$ cat src/rtl/sc16_pkg.sv
package sc16_pkg;

  localparam int MAG_W  = 16;
  localparam int SIG_W  = 53;
  localparam int HI_W   = 27;
  localparam int LO_W   = SIG_W - HI_W;
  localparam int PROD_W = MAG_W + SIG_W;

  localparam logic [63:0] SCALE_RESET = 64'h3F00000000000000;
  localparam logic [63:0] DEFAULT_NAN = 64'hFFF8000000000000;
  localparam logic [63:0] QUIET_BIT   = 64'h0008000000000000;
  localparam logic [10:0] EXP_MAX     = 11'h7FF;

  // Register select: byte address bit 3 (scale at 0x0, byte order at 0x8)
  localparam logic REG_SCALE  = 1'b0;
  localparam logic REG_ENDIAN = 1'b1;

  typedef struct packed {
    logic [31:0] raw_word;
    logic        last_in;
  } in_t;

  typedef struct packed {
    logic [63:0] real_bits;
    logic [63:0] imag_bits;
    logic        last_out;
  } out_t;

  // per-part info that rides along with the arithmetic
  typedef struct packed {
    logic        neg;
    logic        spec;
    logic [63:0] spec_bits;
  } tag_t;

  typedef struct packed {
    tag_t             tag;
    logic [MAG_W-1:0] mag;
  } lane1_t;

  typedef struct packed {
    logic            valid;
    logic            last;
    lane1_t [1:0]    lane;
  } s1_t;

  typedef struct packed {
    tag_t                   tag;
    logic [MAG_W+HI_W-1:0]  p_hi;
    logic [MAG_W+LO_W-1:0]  p_lo;
  } lane2_t;

  typedef struct packed {
    logic          valid;
    logic          last;
    lane2_t [1:0]  lane;
  } s2_t;

  typedef struct packed {
    tag_t              tag;
    logic [PROD_W-1:0] prod;
  } lane3_t;

  typedef struct packed {
    logic          valid;
    logic          last;
    lane3_t [1:0]  lane;
  } s3_t;

  // scale operand as seen by the datapath
  typedef struct packed {
    logic [SIG_W-1:0] sig;
    logic [10:0]      exp_eff;
  } scale_t;

  function automatic logic [6:0] lzc_prod(input logic [PROD_W-1:0] p);
    logic [6:0] n;
    n = 7'd0;
    for (int i = 0; i < PROD_W; i++) begin
      if (p[i]) n = 7'(PROD_W - 1 - i);
    end
    return n;
  endfunction

endpackage

$ cat src/rtl/sc16_mul.sv
module sc16_mul import sc16_pkg::*; (
  input  logic   clk,
  input  logic   rst_n,
  input  logic   en,
  input  s1_t    s1,
  input  scale_t scale,
  output s3_t    s3
);

  s2_t s2_r, s2_nxt;
  s3_t s3_r, s3_nxt;

  // two partial products per part, summed one stage later
  always_comb begin
    s2_nxt       = s2_r;
    s2_nxt.valid = s1.valid;
    s2_nxt.last  = s1.last;
    for (int k = 0; k < 2; k++) begin
      s2_nxt.lane[k].tag  = s1.lane[k].tag;
      s2_nxt.lane[k].p_hi = s1.lane[k].mag * scale.sig[SIG_W-1:LO_W];
      s2_nxt.lane[k].p_lo = s1.lane[k].mag * scale.sig[LO_W-1:0];
    end
  end

  always_comb begin
    s3_nxt       = s3_r;
    s3_nxt.valid = s2_r.valid;
    s3_nxt.last  = s2_r.last;
    for (int k = 0; k < 2; k++) begin
      s3_nxt.lane[k].tag  = s2_r.lane[k].tag;
      s3_nxt.lane[k].prod = {s2_r.lane[k].p_hi, {LO_W{1'b0}}}
                          + PROD_W'(s2_r.lane[k].p_lo);
    end
  end

  always_ff @(posedge clk) begin
    if (!rst_n) begin
      s2_r.valid <= 1'b0;
      s3_r.valid <= 1'b0;
    end else if (en) begin
      s2_r <= s2_nxt;
      s3_r <= s3_nxt;
    end
  end

  assign s3 = s3_r;

endmodule

$ cat config.mk
export PLATFORM = sky130hd
export DESIGN_NAME = sc16_mul
export DESIGN_NICKNAME = d
export VERILOG_FILES = /design/src/rtl/sc16_pkg.sv /design/src/rtl/sc16_mul.sv
export SDC_FILE = /design/constraint.sdc
export NUM_CORES = 2
export LEC_CHECK = 0
export CELL_PAD_IN_SITES_DETAIL_PLACEMENT = 0
export CELL_PAD_IN_SITES_GLOBAL_PLACEMENT = 2
export CORE_MARGIN = 1
export CORE_UTILIZATION = 44
export DETAILED_ROUTE_END_ITERATION = 7
export DONT_BUFFER_PORTS = 1
export HOLD_SLACK_MARGIN = 0.02
export PLACE_DENSITY_LB_ADDON = 0.2
export SLEW_MARGIN = 10
export SYNTH_ARGS = -nofsm -noshare
export SYNTH_HDL_FRONTEND = slang
export SYNTH_SLANG_ARGS = --single-unit
$ cat constraint.sdc
create_clock -name clk -period 18.85 [get_ports clk]
set_input_delay 0.9425 -clock clk [delete_from_list [all_inputs] [get_ports clk]]
set_output_delay 0.9425 -clock clk [all_outputs]
set_load 0.01 [all_outputs]
==> results.md <==
* Core area at 167000 um^2
* First drt pass iteration count at 5
* Post-route ant nets at 0
* Hold buffer count at cts at 0
* Kind of cell adding the most delay to the critical path: adder cells
* Met3 wire len at 13300 um
* Layout cell share with drive strength beyond 1 at 1.82%
* Vias in the first global route at 51559
* Max-Cap Viols at 0
* CTS tree: built
* IO buf count at 0
* Clock root buffer master: clkbuf_16
* Mapped Area at 74100 um^2
* Area grow syn2layout at 4.55%
* CP startpoint kind: primary input
* CP max stage cell: o41ai_1
* Critical path peak fanout at 53
* Initial antenna violation count at 8
* FF-to-FF setup slack at 14.87 ns
* Post-cts sizing count at 0
* Min Tclk post-route at 6.65 ns
* Congestion Overflow GR at 0
* Flops & latches, synth at 576
* Worst path most repeated cell: fa_1
* Worst-path clk slew at 0.06 ns
* Total GRT Usage at 23.6%
* Most common library cell in the layout ignoring fill and taps: inv_1
* Final #Nets at 9056
* Met1 WL at 91300 um
* Fin. max-slew vios at 0
* Worst reg2reg path endpoint: s3[54]
* Most frequent cells in the layout: 1522 x inv_1, 1366 x fa_1, 1096 x nand2_1
* Worst-Margin Slew at 1.14 ns
* Status: complete, no violations
* Slowest cell delay on critical path at 0.69 ns
* Ys async rst share at 0%
* Post-CTS Setup Repair Bufs at 0
* Main synth FF type: edfxtp_1
* EDFF count, synth at 574
* Reg-to-reg startpoint: s2_r[42]
* Worst Setup End Kind: register
* Bufs and invs on worst path at 4
* Worst setup endpoint: s2_r[77]
* Clock tree buffer depth at 3
* TritonCTS buffer count at 60
* DR WL/cell at 21.1 um
* Vias/cell at 5.18
* Register area share after synthesis at 23.3%
* Cells after synthesis at 7297
* Synth warn at 0
* Crit path arrival time at 7.10 ns
* Final period utilization at 35.3%
* Crit path from: s1[1]
* Syn_nets at 9386
* DRT Wirelength at 195000 um
* # rows at 150
* RSZ-0062 raised after global routing: no
* Gp weighted congestion at 0.817
* Worst Setup Path Type: primary input to register
* First-pass GRT wire length at 309000 um
* Avg Cell Area, Syn at 10.2 um^2
* Clk_skew at 0.0484 ns
* Max Clk Rate at 150 MHz
* DP HPWL at 136000 um
* Post-synthesis cell type count at 77
* DRC Markers at 0
* Area of the die at 170000 um^2
* Worst-Skew Late Latency at 0.74 ns
* IO Pins at 505
* Req. time, crit path at 19.30 ns
* Worst Hold Class: primary input to register
* Highest Signal Layer: met4
* Met2 WL post-DR at 87800 um
* Initial Util at 44.3%
* Slew HR at 24.2%
* DR vias at 47817
* Number of cells on the critical path at 21
* Largest net degree at the start of global routing at 205
* Setup-failing EPs final at 0
* Crit-path cells: and2_1, fa_1, inv_1, fa_1, inv_1, fa_1, inv_1, fa_1, fa_1, fa_1, inv_1, ha_1, a21oi_1, o21a_1, o22ai_1, o41ai_1, o2111ai_1, a31oi_1, o21bai_1, a21boi_0, xnor2_1
* Worst Reg-to-Reg Cells at 12
* Final Hold Vio Count at 0
* # H-tree levels at 2
* Setup_tns at 0 ns
* CTS sink count at 576
* Die Y at 412 um
* DRT iter0 DRCs at 2588
* DIE WIDTH at 412 um
-- synthesized netlist by cell type (all sizes together) (10+ instances only) --
master   number  share of area, %
o21bai       29              0.29
nand2      1096               5.6
nand3        53              0.36
nor2b        24              0.20
o21ai       100              0.69
ha          490               8.3
xor2         62              0.73
fa         1366                37
o211ai       14              0.14
and3         35              0.30
edfxtp      574                23
o21a         17              0.17
nand4        32              0.27
a21o        108               1.1
o31ai        12              0.12
a21oi       189               1.3
clkbuf      378               1.9
xnor2       170               2.0
buf          20              0.13
nor2         87              0.44
inv        1522               7.7
and2        732               6.2
nand2b       15              0.13
a31oi        26              0.23
a211oi       20              0.21
nor3         23              0.16
o2111ai      10              0.12
-- kinds of logic after synthesis --
logic type                 Yosys count  share of synthesized area (%)
adders and majority gates         1856                           45.2
xor gates and xnor gates           232                           2.74
muxes                                4                         0.0540
AOI/OAI and AO/OA                  586                           5.12
and+or+nand+nor                   2123                           13.9
buffers and inverters             1920                           9.75
DFF                                576                           23.3
-- metrics by stage --
step | instances | hold WS, ns | util (%) | cell area [um^2] | setup slack, ns
finish | 9225 | 0.291 | 46.3 | 77500 | 12.20
global route | 9223 | 0.238 | 46.3 | 77500 | 11.95
CTS | 9222 | 0.224 | 46.3 | 77500 | 12.32
detailed placement | 9109 | 0.405 | 45.1 | 75400 | 11.58
global placement | 9109 | 0.400 | 45.1 | 75400 | 11.55
floorplan | 7297 | 0.400 | - | 74100 | 4.02
-- metal layers --
layer,track usage [%],vias up
li1,-,21507
met1,34.3,24857
met2,37.2,1279
met3,4.81,174
met4,3.71,0
met5,0,-
-- registers in the layout, summed over array words and instances, names as in the netlist --
| register | count |
|---|---|
| s2_r | 304 |
| s3 | 272 |
-- worst min path at each step --
stage,from,slack [ns],endpoint,cells after the start
CTS,s1[141],0.22,s2_r[279],0
global placement,s2_r[285],0.40,s3[253],0
detailed placement,s2_r[118],0.40,s3[102],0
floorplan,s2_r[0],0.40,s3[0],0
global route,s1[141],0.24,s2_r[279],0
finish,s1[141],0.29,s2_r[279],0
-- cell type report --
| class | count | area [um^2] |
|---|---|---|
| inverters | 1522 | 5710 |
| well taps | 2204 | 2760 |
| clock buffers | 65 | 1520 |
| diodes | 3 | 7.51 |
| repair buffers | 6 | 57.6 |
| flip-flops and latches | 576 | 17300 |
| fillers | 15865 | 89700 |
| multi-input cells | 4801 | 49600 |
| clock inverters | 48 | 537 |
Power is not shown: default switching activity piles up to over one toggle a cycle in this logic, so the estimate is an artifact.
