### src/rtl/sc16_pkg.sv
package sc16_pkg;

  localparam int MAG_W  = 16;
  localparam int SIG_W  = 53;
  localparam int HI_W   = 27;
  localparam int LO_W   = SIG_W - HI_W;
  localparam int PROD_W = MAG_W + SIG_W;

  localparam logic [63:0] SCALE_RESET = 64'h3F00000000000000;
  localparam logic [63:0] DEFAULT_NAN = 64'hFFF8000000000000;
  localparam logic [63:0] QUIET_BIT   = 64'h0008000000000000;
  localparam logic [10:0] EXP_MAX     = 11'h7FF;

  // Register select: byte address bit 3 (scale at 0x0, byte order at 0x8)
  localparam logic REG_SCALE  = 1'b0;
  localparam logic REG_ENDIAN = 1'b1;

  typedef struct packed {
    logic [31:0] raw_word;
    logic        last_in;
  } in_t;

  typedef struct packed {
    logic [63:0] real_bits;
    logic [63:0] imag_bits;
    logic        last_out;
  } out_t;

  // per-part info that rides along with the arithmetic
  typedef struct packed {
    logic        neg;
    logic        spec;
    logic [63:0] spec_bits;
  } tag_t;

  typedef struct packed {
    tag_t             tag;
    logic [MAG_W-1:0] mag;
  } lane1_t;

  typedef struct packed {
    logic            valid;
    logic            last;
    lane1_t [1:0]    lane;
  } s1_t;

  typedef struct packed {
    tag_t                   tag;
    logic [MAG_W+HI_W-1:0]  p_hi;
    logic [MAG_W+LO_W-1:0]  p_lo;
  } lane2_t;

  typedef struct packed {
    logic          valid;
    logic          last;
    lane2_t [1:0]  lane;
  } s2_t;

  typedef struct packed {
    tag_t              tag;
    logic [PROD_W-1:0] prod;
  } lane3_t;

  typedef struct packed {
    logic          valid;
    logic          last;
    lane3_t [1:0]  lane;
  } s3_t;

  // scale operand as seen by the datapath
  typedef struct packed {
    logic [SIG_W-1:0] sig;
    logic [10:0]      exp_eff;
  } scale_t;

  function automatic logic [6:0] lzc_prod(input logic [PROD_W-1:0] p);
    logic [6:0] n;
    n = 7'd0;
    for (int i = 0; i < PROD_W; i++) begin
      if (p[i]) n = 7'(PROD_W - 1 - i);
    end
    return n;
  endfunction

endpackage

### src/rtl/sc16_unpack.sv
module sc16_unpack import sc16_pkg::*; (
  input  logic        clk,
  input  logic        rst_n,
  input  logic        en,
  input  logic        in_valid,
  input  in_t         in_data,
  input  logic        big_endian,
  input  logic [63:0] scale_bits,
  output s1_t         s1
);

  s1_t         s1_r, s1_nxt;
  logic [15:0] part [2];
  logic        s_nan, s_inf, s_zero;

  assign s_nan  = (scale_bits[62:52] == EXP_MAX) && (scale_bits[51:0] != '0);
  assign s_inf  = (scale_bits[62:52] == EXP_MAX) && (scale_bits[51:0] == '0);
  assign s_zero = (scale_bits[62:0] == '0);

  always_comb begin
    if (big_endian) begin
      part[0] = {in_data.raw_word[7:0], in_data.raw_word[15:8]};
      part[1] = {in_data.raw_word[23:16], in_data.raw_word[31:24]};
    end else begin
      part[0] = in_data.raw_word[31:16];
      part[1] = in_data.raw_word[15:0];
    end
  end

  always_comb begin
    s1_nxt       = s1_r;
    s1_nxt.valid = in_valid;
    s1_nxt.last  = in_data.last_in;
    for (int k = 0; k < 2; k++) begin
      s1_nxt.lane[k].tag.neg = part[k][15];
      s1_nxt.lane[k].mag     = part[k][15] ? (~part[k] + 16'd1) : part[k];
      s1_nxt.lane[k].tag.spec      = 1'b1;
      if (s_nan) begin
        s1_nxt.lane[k].tag.spec_bits = scale_bits | QUIET_BIT;
      end else if (s_inf && part[k] == '0) begin
        s1_nxt.lane[k].tag.spec_bits = DEFAULT_NAN;
      end else if (s_inf) begin
        s1_nxt.lane[k].tag.spec_bits = {scale_bits[63] ^ part[k][15], EXP_MAX, 52'd0};
      end else if (s_zero || part[k] == '0) begin
        s1_nxt.lane[k].tag.spec_bits = {scale_bits[63] ^ part[k][15], 63'd0};
      end else begin
        s1_nxt.lane[k].tag.spec      = 1'b0;
        s1_nxt.lane[k].tag.spec_bits = '0;
      end
      s1_nxt.lane[k].tag.neg = scale_bits[63] ^ part[k][15];
    end
  end

  always_ff @(posedge clk) begin
    if (!rst_n) begin
      s1_r.valid <= 1'b0;
    end else if (en) begin
      s1_r <= s1_nxt;
    end
  end

  assign s1 = s1_r;

endmodule

### config.mk
export PLATFORM = sky130hd
export DESIGN_NAME = sc16_unpack
export DESIGN_NICKNAME = d
export VERILOG_FILES = /design/src/rtl/sc16_pkg.sv /design/src/rtl/sc16_unpack.sv
export SDC_FILE = /design/constraint.sdc
export NUM_CORES = 1
export LEC_CHECK = 0
export BUFFER_PORTS_ARGS = -buffer_cell sky130_fd_sc_hd__buf_4
export CAP_MARGIN = 20
export CORE_UTILIZATION = 42
export DETAILED_ROUTE_END_ITERATION = 10
export GPL_TIMING_DRIVEN = 0
export HOLD_SLACK_MARGIN = 0.02
export PLACE_DENSITY_LB_ADDON = 0.1
export SYNTH_ARGS = -nofsm -noshare
export SYNTH_HDL_FRONTEND = slang
export SYNTH_SLANG_ARGS = --single-unit
### constraint.sdc
create_clock -name clk -period 3.4 [get_ports clk]
set_input_delay 0.68 -clock clk [delete_from_list [all_inputs] [get_ports clk]]
set_output_delay 0.68 -clock clk [all_outputs]
set_load 0.05 [all_outputs]
==> flow_metrics.env, run 1 <==
export IMPL_ys_warn_count=0
export IMPL_synth_area_leader_cell="edfxtp_1"
export IMPL_cts_tree="built"
export IMPL_fin_crit_sh_pct=90.6
export IMPL_worst_pin_slew_ps=823
export IMPL_synth_area_leaders="edfxtp_1 (56%), buf_4 (8.4%), and2_1 (5.8%)"
export IMPL_maxCapViolCount=0
export IMPL_cp_cell_sequence="buf_6 > buf_6 > buf_2 > buf_4 > mux2i_1 > ha_1 > o211ai_1 > or2_4 > nor4_4 > a211oi_1 > a211oi_2"
export IMPL_crit_slowest_cell="nor4_4"
export IMPL_antenna_found_initial=0
export IMPL_r2r_start="s1[165]"
export IMPL_cp_required_ps=3570
export IMPL_synth_edf_count=103
export IMPL_power_mw=3.50
export IMPL_vias=4448
export IMPL_grt_ovfl_total=0
export IMPL_grt_pass1_vias=4157
export IMPL_finalClockSkew_ps=0
export IMPL_synth_cell_types=44
export IMPL_cpPeakStageDelay_ps=360
export IMPL_core_area_um2=12800
export IMPL_routabilityCongestion=0.859
export IMPL_p_leak_nw=3.44
export IMPL_grt_pass1_wl_um=21800
export IMPL_grt_max_degree=53
export IMPL_avgSynthCellArea_um2=12.1
export IMPL_hold_viol_final=0
export IMPL_setup_viol=0
export IMPL_path_common_cell="buf_6"
export IMPL_fin_area_um2=8080
export IMPL_critPathArrivalTime_ps=3250
export IMPL_clk_pin_slew_ps=70
export IMPL_clockBufferDepth=2
export IMPL_vias_per_cell=4.86
export IMPL_grt_usage_pct=21.7
export IMPL_cts_buffers=9
export IMPL_final_max_slew_violation_count=0
export IMPL_synth_area_um2=5570
export IMPL_clock_fmax_mhz=325
export IMPL_post_place_ws_ps=-390
export IMPL_drive_gt1_share_pct=49.3
export IMPL_min_period_ps=3080
export IMPL_path_class="in2reg"
export IMPL_yosys_area_top_type_share_pct=55.5
export IMPL_postRouteAntennaNets=0
export IMPL_root_buffer="clkbuf_16"
export IMPL_min_path_type="in2reg"
export IMPL_route_detailed_drc=0
export IMPL_dp_hpwl_um=12100
export IMPL_die_h_um=117
export IMPL_detail_route_first_pass_iterations=4
export IMPL_htree_levels=3
export IMPL_dieArea_um2=13700
export IMPL_slew_limit_headroom_pct=43.6
export IMPL_ys_seq_area_share_pct=55.9
export IMPL_clkSinkCount=104
export IMPL_finalWorstSetupSlack_ps=320
export IMPL_syn_nets=566
export IMPL_clock_latency_ps=340
export IMPL_start_util_pct=43.6
export IMPL_hold_path_startpoint="in_data[0]"
export IMPL_cp_max_fo=19
export IMPL_cp_end_kind="flip-flop"
export IMPL_status="complete, no violations"
export IMPL_die_x_um=117
export IMPL_placed_cell_area_um2=7810
export IMPL_rows=41
export IMPL_areaGrowthSynthToFinish_pct=44.9
export IMPL_boundaryPins=268
export IMPL_port_buffers=265
export IMPL_drt_total_wl_um=15200
export IMPL_n_antenna_cell=0
export IMPL_crit_path_start="big_endian"
export IMPL_vdd_drop_max_v=0.000202
export IMPL_routedWlPerCell_um=16.6
export IMPL_synthFlopType="edfxtp_1"
export IMPL_layout_nets=842
export IMPL_setup_worst_path_start_class="input pin"
export IMPL_async_reset_ff_share_pct=0
export IMPL_rsz0062_at_grt="no"
export IMPL_largest_reg_flops=104
export IMPL_powerDensity_nw_per_um2=434
export IMPL_syn_inst=462
export IMPL_drtIter0Drc=240
export IMPL_synth_seq_cells=104
-- final cells by class --
class,count,area [um2]
fill,1059,4700
multi-input combinational,264,1840
clock buffer,10,229
inverter,15,56.3
tap,172,215
clock inverter,6,42.5
timing repair buffer,266,2020
buffer,78,563
sequential,104,3110
-- path summary, 6_finish.rpt --
kind	end	slack, ps	cells after the start
min	s1[164]	520	1
max reg2reg	s1[165]	2820	2
min reg2reg	s1[165]	520	2
max	s1[161]	320	11
-- kinds of logic after synthesis --
group                      Yosys count  share of synthesized area [%]
AOI/OAI and AO/OA                   42                           4.74
xor gates and xnor gates            30                           4.71
adders and majority gates            2                          0.449
buffers and inverters               94                           11.2
DFF                                104                           55.9
muxes                               33                           6.17
and+or+nand+nor                    157                           16.9
-- cells in the mapped netlist, drive strengths merged, types with 3 or more instances --
cell type	number
xnor2	11
nor4	19
nor3	20
o21ai	19
and2	52
buf	71
nor2	20
inv	15
clkbuf	8
nand3	3
nor3b	5
a211oi	4
and4	3
nand2	21
xor2	19
edfxtp	103
mux2	5
mux2i	28
nand2b	8
a21oi	8
-- stage by stage --
step           cells  hold slack, ps  util [%]  TNS (ps)
6_report         915             517      63.2         0
5_1_grt          915             509      63.2         0
4_1_cts          916             509      63.3         0
3_5_place_dp     900             509      61.1     -1700
3_3_place_gp     899             501      60.9     -1510
2_1_floorplan    462             743         -         0
-- where the power goes --
| part | internal, mW | switching, mW |
|---|---|---|
| clock | 0.500 | 0.461 |
| sequential | 1.50 | 0.0364 |
| combinational | 0.348 | 0.656 |
-- timing repair --
item / CTS / global route
setup endpoints to repair: 1 / 2
setup buffers: 0 / 0
hold buffers: 0 / 0
resized for setup: 1 / 0
pin swaps: 0 / 0
-- placed cells by master (no fill, tap or decap), types with 3 or more instances in the layout --
| master | netlist | final |
|---|---|---|
| buf_4 | 62 | 328 |
| edfxtp_1 | 103 | 103 |
| and2_1 | 52 | 51 |
| mux2i_1 | 26 | 26 |
| nand2_1 | 21 | 21 |
| nor2_1 | 20 | 20 |
| xor2_1 | 19 | 19 |
| nor3_1 | 18 | 18 |
| nor4_1 | 17 | 17 |
| inv_1 | 15 | 15 |
| o21ai_0 | 14 | 14 |
| xnor2_1 | 11 | 11 |
| clkbuf_1 | 8 | 9 |
| clkbuf_16 | 0 | 9 |
| nand2b_1 | 8 | 8 |
| a21oi_1 | 8 | 8 |
| mux2_2 | 5 | 5 |
| o21ai_1 | 5 | 5 |
| buf_6 | 4 | 4 |
| nor3b_1 | 4 | 4 |
| buf_2 | 5 | 3 |
| and4_1 | 3 | 3 |
| nand3_1 | 3 | 3 |
| a211oi_1 | 3 | 3 |
-- per-layer routing --
metal,up-vias,routed length [um],global-route usage (%)
li1,2137,-,-
met1,2100,5850,24.4
met2,184,8140,40.7
met3,27,819,3.45
met4,0,394,9.03
met5,-,0,0
-- critical path, delay by kind of cell --
kind	cells	cell delay, ps
adder cells (fa/ha/maj)	1	240
multiplexers	1	300
AO/OA/AOI/OAI	3	480
buffers and inverters	4	860
AND/OR/NAND/NOR	2	660
Note: power is estimated with default switching activity, not from simulation.
==> run 2: changes to the inputs <==
- ABC_AREA: not set -> 1
- CORE_UTILIZATION: 42 -> 43
==> flow_metrics.env, run 2 <==
export IMPL_status="complete, no violations"
export IMPL_drive_gt1_share_pct=40.0
export IMPL_cp_endpoint="s1[12]"
export IMPL_syn_inst=664
export IMPL_r2r_worst_path_cells=2
export IMPL_yosys_area_top_type_share_pct=53.6
export IMPL_fin_area_um2=8320
export IMPL_drt_total_wl_um=15500
export IMPL_cts_setup_buffers=0
export IMPL_slew_limit_headroom_pct=69.3
export IMPL_clkPwrFrac_pct=28.7
export IMPL_die_h_um=118
export IMPL_p_leak_nw=4.10
export IMPL_grt_usage_pct=22.8
export IMPL_root_buffer="clkbuf_16"
export IMPL_hold_viol_final=0
export IMPL_crit_path_start="big_endian"
export IMPL_setup_viol=0
export IMPL_hold_buffers=0
export IMPL_vias_per_cell=4.50
export IMPL_drtIter0Drc=304
export IMPL_synth_cell_types=29
export IMPL_cp_end_kind="flip-flop"
export IMPL_routedWlPerCell_um=13.8
export IMPL_rsz0062_at_grt="no"
export IMPL_min_period_ps=2170
export IMPL_synth_area_leaders="edfxtp_1 (54%), nand2_1 (9.7%), nor2_1 (8.1%)"
export IMPL_dieArea_um2=13900
export IMPL_cts_buffers=9
export IMPL_htree_levels=3
export IMPL_setup_worst_path_start_class="input pin"
export IMPL_worst_pin_slew_ps=455
export IMPL_cpPeakStageDelay_ps=210
export IMPL_antenna_found_initial=0
export IMPL_net_switching_power_mw=1.19
export IMPL_grt_pass1_wl_um=24500
export IMPL_synthFlopType="edfxtp_1"
export IMPL_rrSetupSlack_ps=2780
export IMPL_start_util_pct=44.9
export IMPL_synth_area_um2=5780
export IMPL_fill_cells=1132
export IMPL_ys_seq_area_share_pct=53.9
export IMPL_r2r_end="s1[165]"
export IMPL_clock_fmax_mhz=461
export IMPL_cp_max_fo=10
export IMPL_async_reset_ff_share_pct=0
export IMPL_clockBufferDepth=2
export IMPL_final_max_slew_violation_count=0
export IMPL_synth_most_common_cell="nand2_1"
export IMPL_fin_crit_sh_pct=63.9
export IMPL_power_mw=3.61
export IMPL_min_path_type="in2reg"
export IMPL_largest_reg_flops=104
export IMPL_rows=41
export IMPL_p_int_mw=2.43
export IMPL_route_detailed_drc=0
export IMPL_layout_nets=1046
export IMPL_grt_max_degree=78
export IMPL_synth_edf_count=103
export IMPL_crit_slowest_cell="ha_1"
export IMPL_ys_top_cells_by_count="nand2_1 (149), nor2_1 (125), inv_1 (116)"
export IMPL_n_antenna_cell=0
export IMPL_detail_route_first_pass_iterations=7
export IMPL_maxCapViolCount=0
export IMPL_finalClockSkew_ps=0
export IMPL_core_area_um2=12900
export IMPL_grt_pass1_vias=4874
export IMPL_cts_tree="built"
export IMPL_final_cell_mix="buf_4 (328), nand2_1 (149), nor2_1 (125)"
export IMPL_final_common_cell="buf_4"
export IMPL_clkSinkCount=104
export IMPL_clk_pin_slew_ps=70
export IMPL_vias=5040
export IMPL_postRouteAntennaNets=0
export IMPL_die_x_um=118
export IMPL_placed_cell_area_um2=8020
export IMPL_critPathArrivalTime_ps=2280
export IMPL_boundaryPins=268
export IMPL_switching_share_pct=32.8
export IMPL_clock_latency_ps=350
export IMPL_synth_seq_cells=104
export IMPL_ys_warn_count=0
export IMPL_path_class="in2reg"
export IMPL_cp_cell_sequence="buf_6 > inv_4 > buf_6 > nand2_1 > and2_1 > ha_1 > nand3_1 > nor2_1 > nand3_1 > o21ai_1 > xor2_1 > inv_1"
export IMPL_vdd_drop_max_v=0.000378
export IMPL_cts_resized_gates=0
export IMPL_seqPwrFrac_pct=42.6
export IMPL_powerDensity_nw_per_um2=435
export IMPL_synth_area_leader_cell="edfxtp_1"
export IMPL_grt_ovfl_total=0
export IMPL_avgSynthCellArea_um2=8.70
export IMPL_cp_required_ps=3510
export IMPL_areaGrowthSynthToFinish_pct=44.0
export IMPL_port_buffers=266
export IMPL_dp_hpwl_um=12700
export IMPL_syn_nets=768
export IMPL_routabilityCongestion=0.862
export IMPL_r2r_start="s1[165]"
export IMPL_comb_power_share_pct=28.8
==> run 2: cell types whose count changed after synthesis, sizes merged, moves of 5 or more <==
| cell | change |
|---|---|
| xnor2 | -6 |
| nand2b | -8 |
| buf | +5 |
| nor3 | -17 |
| nor3b | -5 |
| mux2 | -5 |
| clkbuf | -7 |
| nand3 | +16 |
| nor2 | +112 |
| inv | +103 |
| nand2 | +132 |
| mux2i | -28 |
| and2 | -50 |
| nor4 | -19 |
==> run 2: area by class of cell <==
class	count	area, um2	area share (%)
plain buffers	77	571	6.86
clock buffers	10	229	2.75
clock inverters	6	68.8	0.828
inverters	118	448	5.39
multi-input cells	365	1650	19.8
flip-flops and latches	104	3110	37.4
well taps	172	215	2.59
repair buffers	267	2020	24.3
==> run 2: worst max-delay path: cells and delay by family <==
| kind | cells | cell delay (ps) |
|---|---|---|
| adders and majority gates | 1 | 210 |
| AOI/OAI and AO/OA | 1 | 170 |
| buffers and inverters | 4 | 360 |
| and+or+nand+nor | 5 | 700 |
| xor gates and xnor gates | 1 | 160 |
==> run 2: kinds of logic (layout without fill, tap and decap cells) <==
logic type | after synthesis | after routing | synth area share [%]
AND/OR/NAND/NOR | 315 | 315 | 22.1
buffers and inverters | 195 | 478 | 17.6
flip-flops | 104 | 104 | 53.9
AO/OA/AOI/OAI | 25 | 25 | 2.47
XOR/XNOR | 23 | 23 | 3.49
adder cells (fa/ha/maj) | 2 | 2 | 0.433
==> run 2: worst min path at each step <==
stage / from / endpoint / slack [ps] / cells past startpoint
global route: in_data[0] / s1[164] / 490 / 1
finish: in_data[0] / s1[164] / 510 / 1
global placement: s1[165] / s1[165] / 520 / 2
detailed placement: s1[165] / s1[165] / 540 / 2
floorplan: s1[165] / s1[165] / 750 / 2
CTS: in_data[0] / s1[164] / 490 / 1
==> run 2: metal layers <==
| layer | track usage (%) | routed length [um] | vias up |
|---|---|---|---|
| li1 | - | - | 2534 |
| met1 | 25.2 | 6010 | 2310 |
| met2 | 42.1 | 8190 | 174 |
| met3 | 6.25 | 929 | 22 |
| met4 | 7.37 | 323 | 0 |
| met5 | 0 | 0 | - |
==> run 2: power groups by stage <==
stage	clock network (mW)	logic, mW	registers, mW
after global routing	1.11	1.10	1.55
after CTS	1.07	1.05	1.54
after global placement	0	1.03	1.57
after detailed placement	0	1.04	1.57
after floorplan	0	0.400	1.85
final	1.04	1.04	1.54
==> run 2: stage by stage <==
step	hold slack [ps]	utilization [%]	setup WS, ps	TNS (ps)	cells
2_1_floorplan	753	-	238	0	664
3_3_place_gp	523	62.0	-650	-65670	1102
3_5_place_dp	537	62.3	875	0	1103
4_1_cts	487	64.6	1250	0	1119
5_1_grt	486	64.6	1020	0	1119
6_report	505	64.6	1230	0	1119
==> run 3: changes to the inputs <==
- ABC_AREA: 1 -> 0
- CORE_UTILIZATION: 43 -> 42
- clock period: 3.4 -> 1.85 ns (I/O delays scaled with it)
==> flow_metrics.env, run 3 (synthesis gave the netlist of run 1 again) <==
export IMPL_critPathArrivalTime_ps=2130
export IMPL_min_path_type="in2reg"
export IMPL_grt_ovfl_total=0
export IMPL_crit_slowest_cell="or2_4"
export IMPL_worst_path_stages=11
export IMPL_start_util_pct=43.6
export IMPL_tns_ps=-275
export IMPL_fin_cells=937
export IMPL_dpl_cell_count=900
export IMPL_cpPeakStageDelay_ps=290
export IMPL_detail_route_first_pass_iterations=4
export IMPL_cp_num_buf_inv=5
export IMPL_path_common_cell="buf_12"
export IMPL_status="finished, violations left"
export IMPL_drt_total_wl_um=15600
export IMPL_dieArea_um2=13700
export IMPL_fin_area_um2=8580
export IMPL_grt_pass1_vias=4262
export IMPL_rrSetupSlack_ps=1260
export IMPL_postRouteAntennaNets=0
export IMPL_fill_cells=997
export IMPL_worst_pin_slew_ps=631
export IMPL_layout_nets=864
export IMPL_port_buffers=265
export IMPL_clock_latency_ps=350
export IMPL_grt_max_degree=68
export IMPL_areaGrowthSynthToFinish_pct=54.0
export IMPL_crit_family="buffers and inverters"
export IMPL_setup_viol=7
export IMPL_hold_buffers=0
export IMPL_drtIter0Drc=230
export IMPL_fin_crit_sh_pct=105
export IMPL_violations="negative setup slack"
export IMPL_clock_fmax_mhz=516
export IMPL_maxCapViolCount=0
export IMPL_drive_gt1_share_pct=55.6
export IMPL_final_common_cell="buf_4"
export IMPL_die_h_um=117
export IMPL_final_util_pct=67.2
export IMPL_cp_cell_sequence="buf_12 > buf_12 > buf_12 > buf_12 > mux2i_4 > ha_4 > o211ai_1 > or2_4 > nor4_4 > inv_1 > a211oi_2"
export IMPL_setup_worst_path_start_class="input pin"
export IMPL_cts_buffers=9
export IMPL_cts_tree="built"
export IMPL_min_period_ps=1940
export IMPL_final_max_slew_violation_count=0
export IMPL_finalClockSkew_ps=0
export IMPL_clk_pin_slew_ps=70
export IMPL_final_cell_mix="buf_4 (346), edfxtp_1 (103), and2_1 (51)"
export IMPL_vias=4568
export IMPL_powerDensity_nw_per_um2=771
export IMPL_root_buffer="clkbuf_16"
export IMPL_clkSinkCount=104
export IMPL_p_leak_nw=3.63
export IMPL_r2r_worst_path_cells=2
export IMPL_power_mw=6.62
export IMPL_grt_pass1_wl_um=22300
export IMPL_vias_per_cell=4.88
export IMPL_core_area_um2=12800
export IMPL_boundaryPins=268
export IMPL_cp_max_fo=6
export IMPL_largest_reg_flops=104
export IMPL_placed_cell_area_um2=7880
export IMPL_cp_required_ps=2040
export IMPL_hold_viol_final=0
export IMPL_path_class="in2reg"
export IMPL_holdPathStages=1
export IMPL_die_x_um=117
export IMPL_antenna_found_initial=0
export IMPL_cp_end_kind="flip-flop"
export IMPL_dp_hpwl_um=12000
export IMPL_htree_levels=3
export IMPL_vdd_drop_max_v=0.000377
export IMPL_route_detailed_drc=0
export IMPL_n_antenna_cell=0
export IMPL_clockBufferDepth=2
export IMPL_routedWlPerCell_um=16.6
export IMPL_rows=41
export IMPL_grt_usage_pct=21.9
export IMPL_rsz0062_at_grt="yes"
export IMPL_routabilityCongestion=0.909
export IMPL_slew_limit_headroom_pct=57.5
export IMPL_finalWorstSetupSlack_ps=-86.4
## run 3: changes by cell type in the layout (fill, tap and decap cells not counted), sizes merged, moves of 18 or more
cell   previous run  this run
and2              2        52
buf             343       361
inv             119        17
mux2i             0        28
nand2           153        21
nor2            132        20
nor4              0        19
## run 3: metrics by stage
| step | hold WS, ps | worst slack, ps |
|---|---|---|
| after global routing | 188 | -188 |
| final | 199 | -86.4 |
| after global placement | 503 | -1030 |
| after detailed placement | 527 | -1050 |
| after CTS | 190 | -261 |
| after floorplan | 469 | -557 |
## run 3: worst register-to-register path, stage by stage, from the launching register on
cell and delay [ps]:
dfxtp_1 320, mux2i_1 120, nor2b_1 60
## run 3: worst paths after layout
check,startpoint,to
hold reg to reg,s1[165],s1[165]
setup reg to reg,s1[165],s1[165]
hold / removal,in_data[0],s1[164]
setup / recovery,big_endian,s1[161]
## run 3: cell type report
cell class / count / area, um2 / share of cell area (%)
Inverter: 15 / 56.3 / 0.656
Multi-Input combinational cell: 264 / 2090 / 24.4
Clock buffer: 10 / 239 / 2.79
Clock inverter: 6 / 42.5 / 0.496
Timing Repair Buffer: 288 / 2190 / 25.6
Sequential cell: 104 / 3110 / 36.3
Tap cell: 172 / 215 / 2.51
Buffer: 78 / 629 / 7.34
## run 3: routing by layer
| layer | track usage [%] | routed length (um) | vias to the layer above |
|---|---|---|---|
| li1 | - | - | 2187 |
| met1 | 24.4 | 5820 | 2168 |
| met2 | 41.1 | 8550 | 193 |
| met3 | 3.76 | 936 | 20 |
| met4 | 9.20 | 275 | 0 |
| met5 | 0 | 0 | - |
## run 3: repair_timing
action	CTS	global route
hold endpoints to repair	0	0
endpoints found under the setup margin	69	68
buffers inserted	18	3
gates cloned	0	1
pin swaps	8	9
resized for setup	32	30
## run 3: power breakdown
group	leakage, nW	internal [mW]	switching (mW)
combinational	2.61	0.710	1.25
sequential	0.889	2.76	0.0628
clock	0.135	0.955	0.874
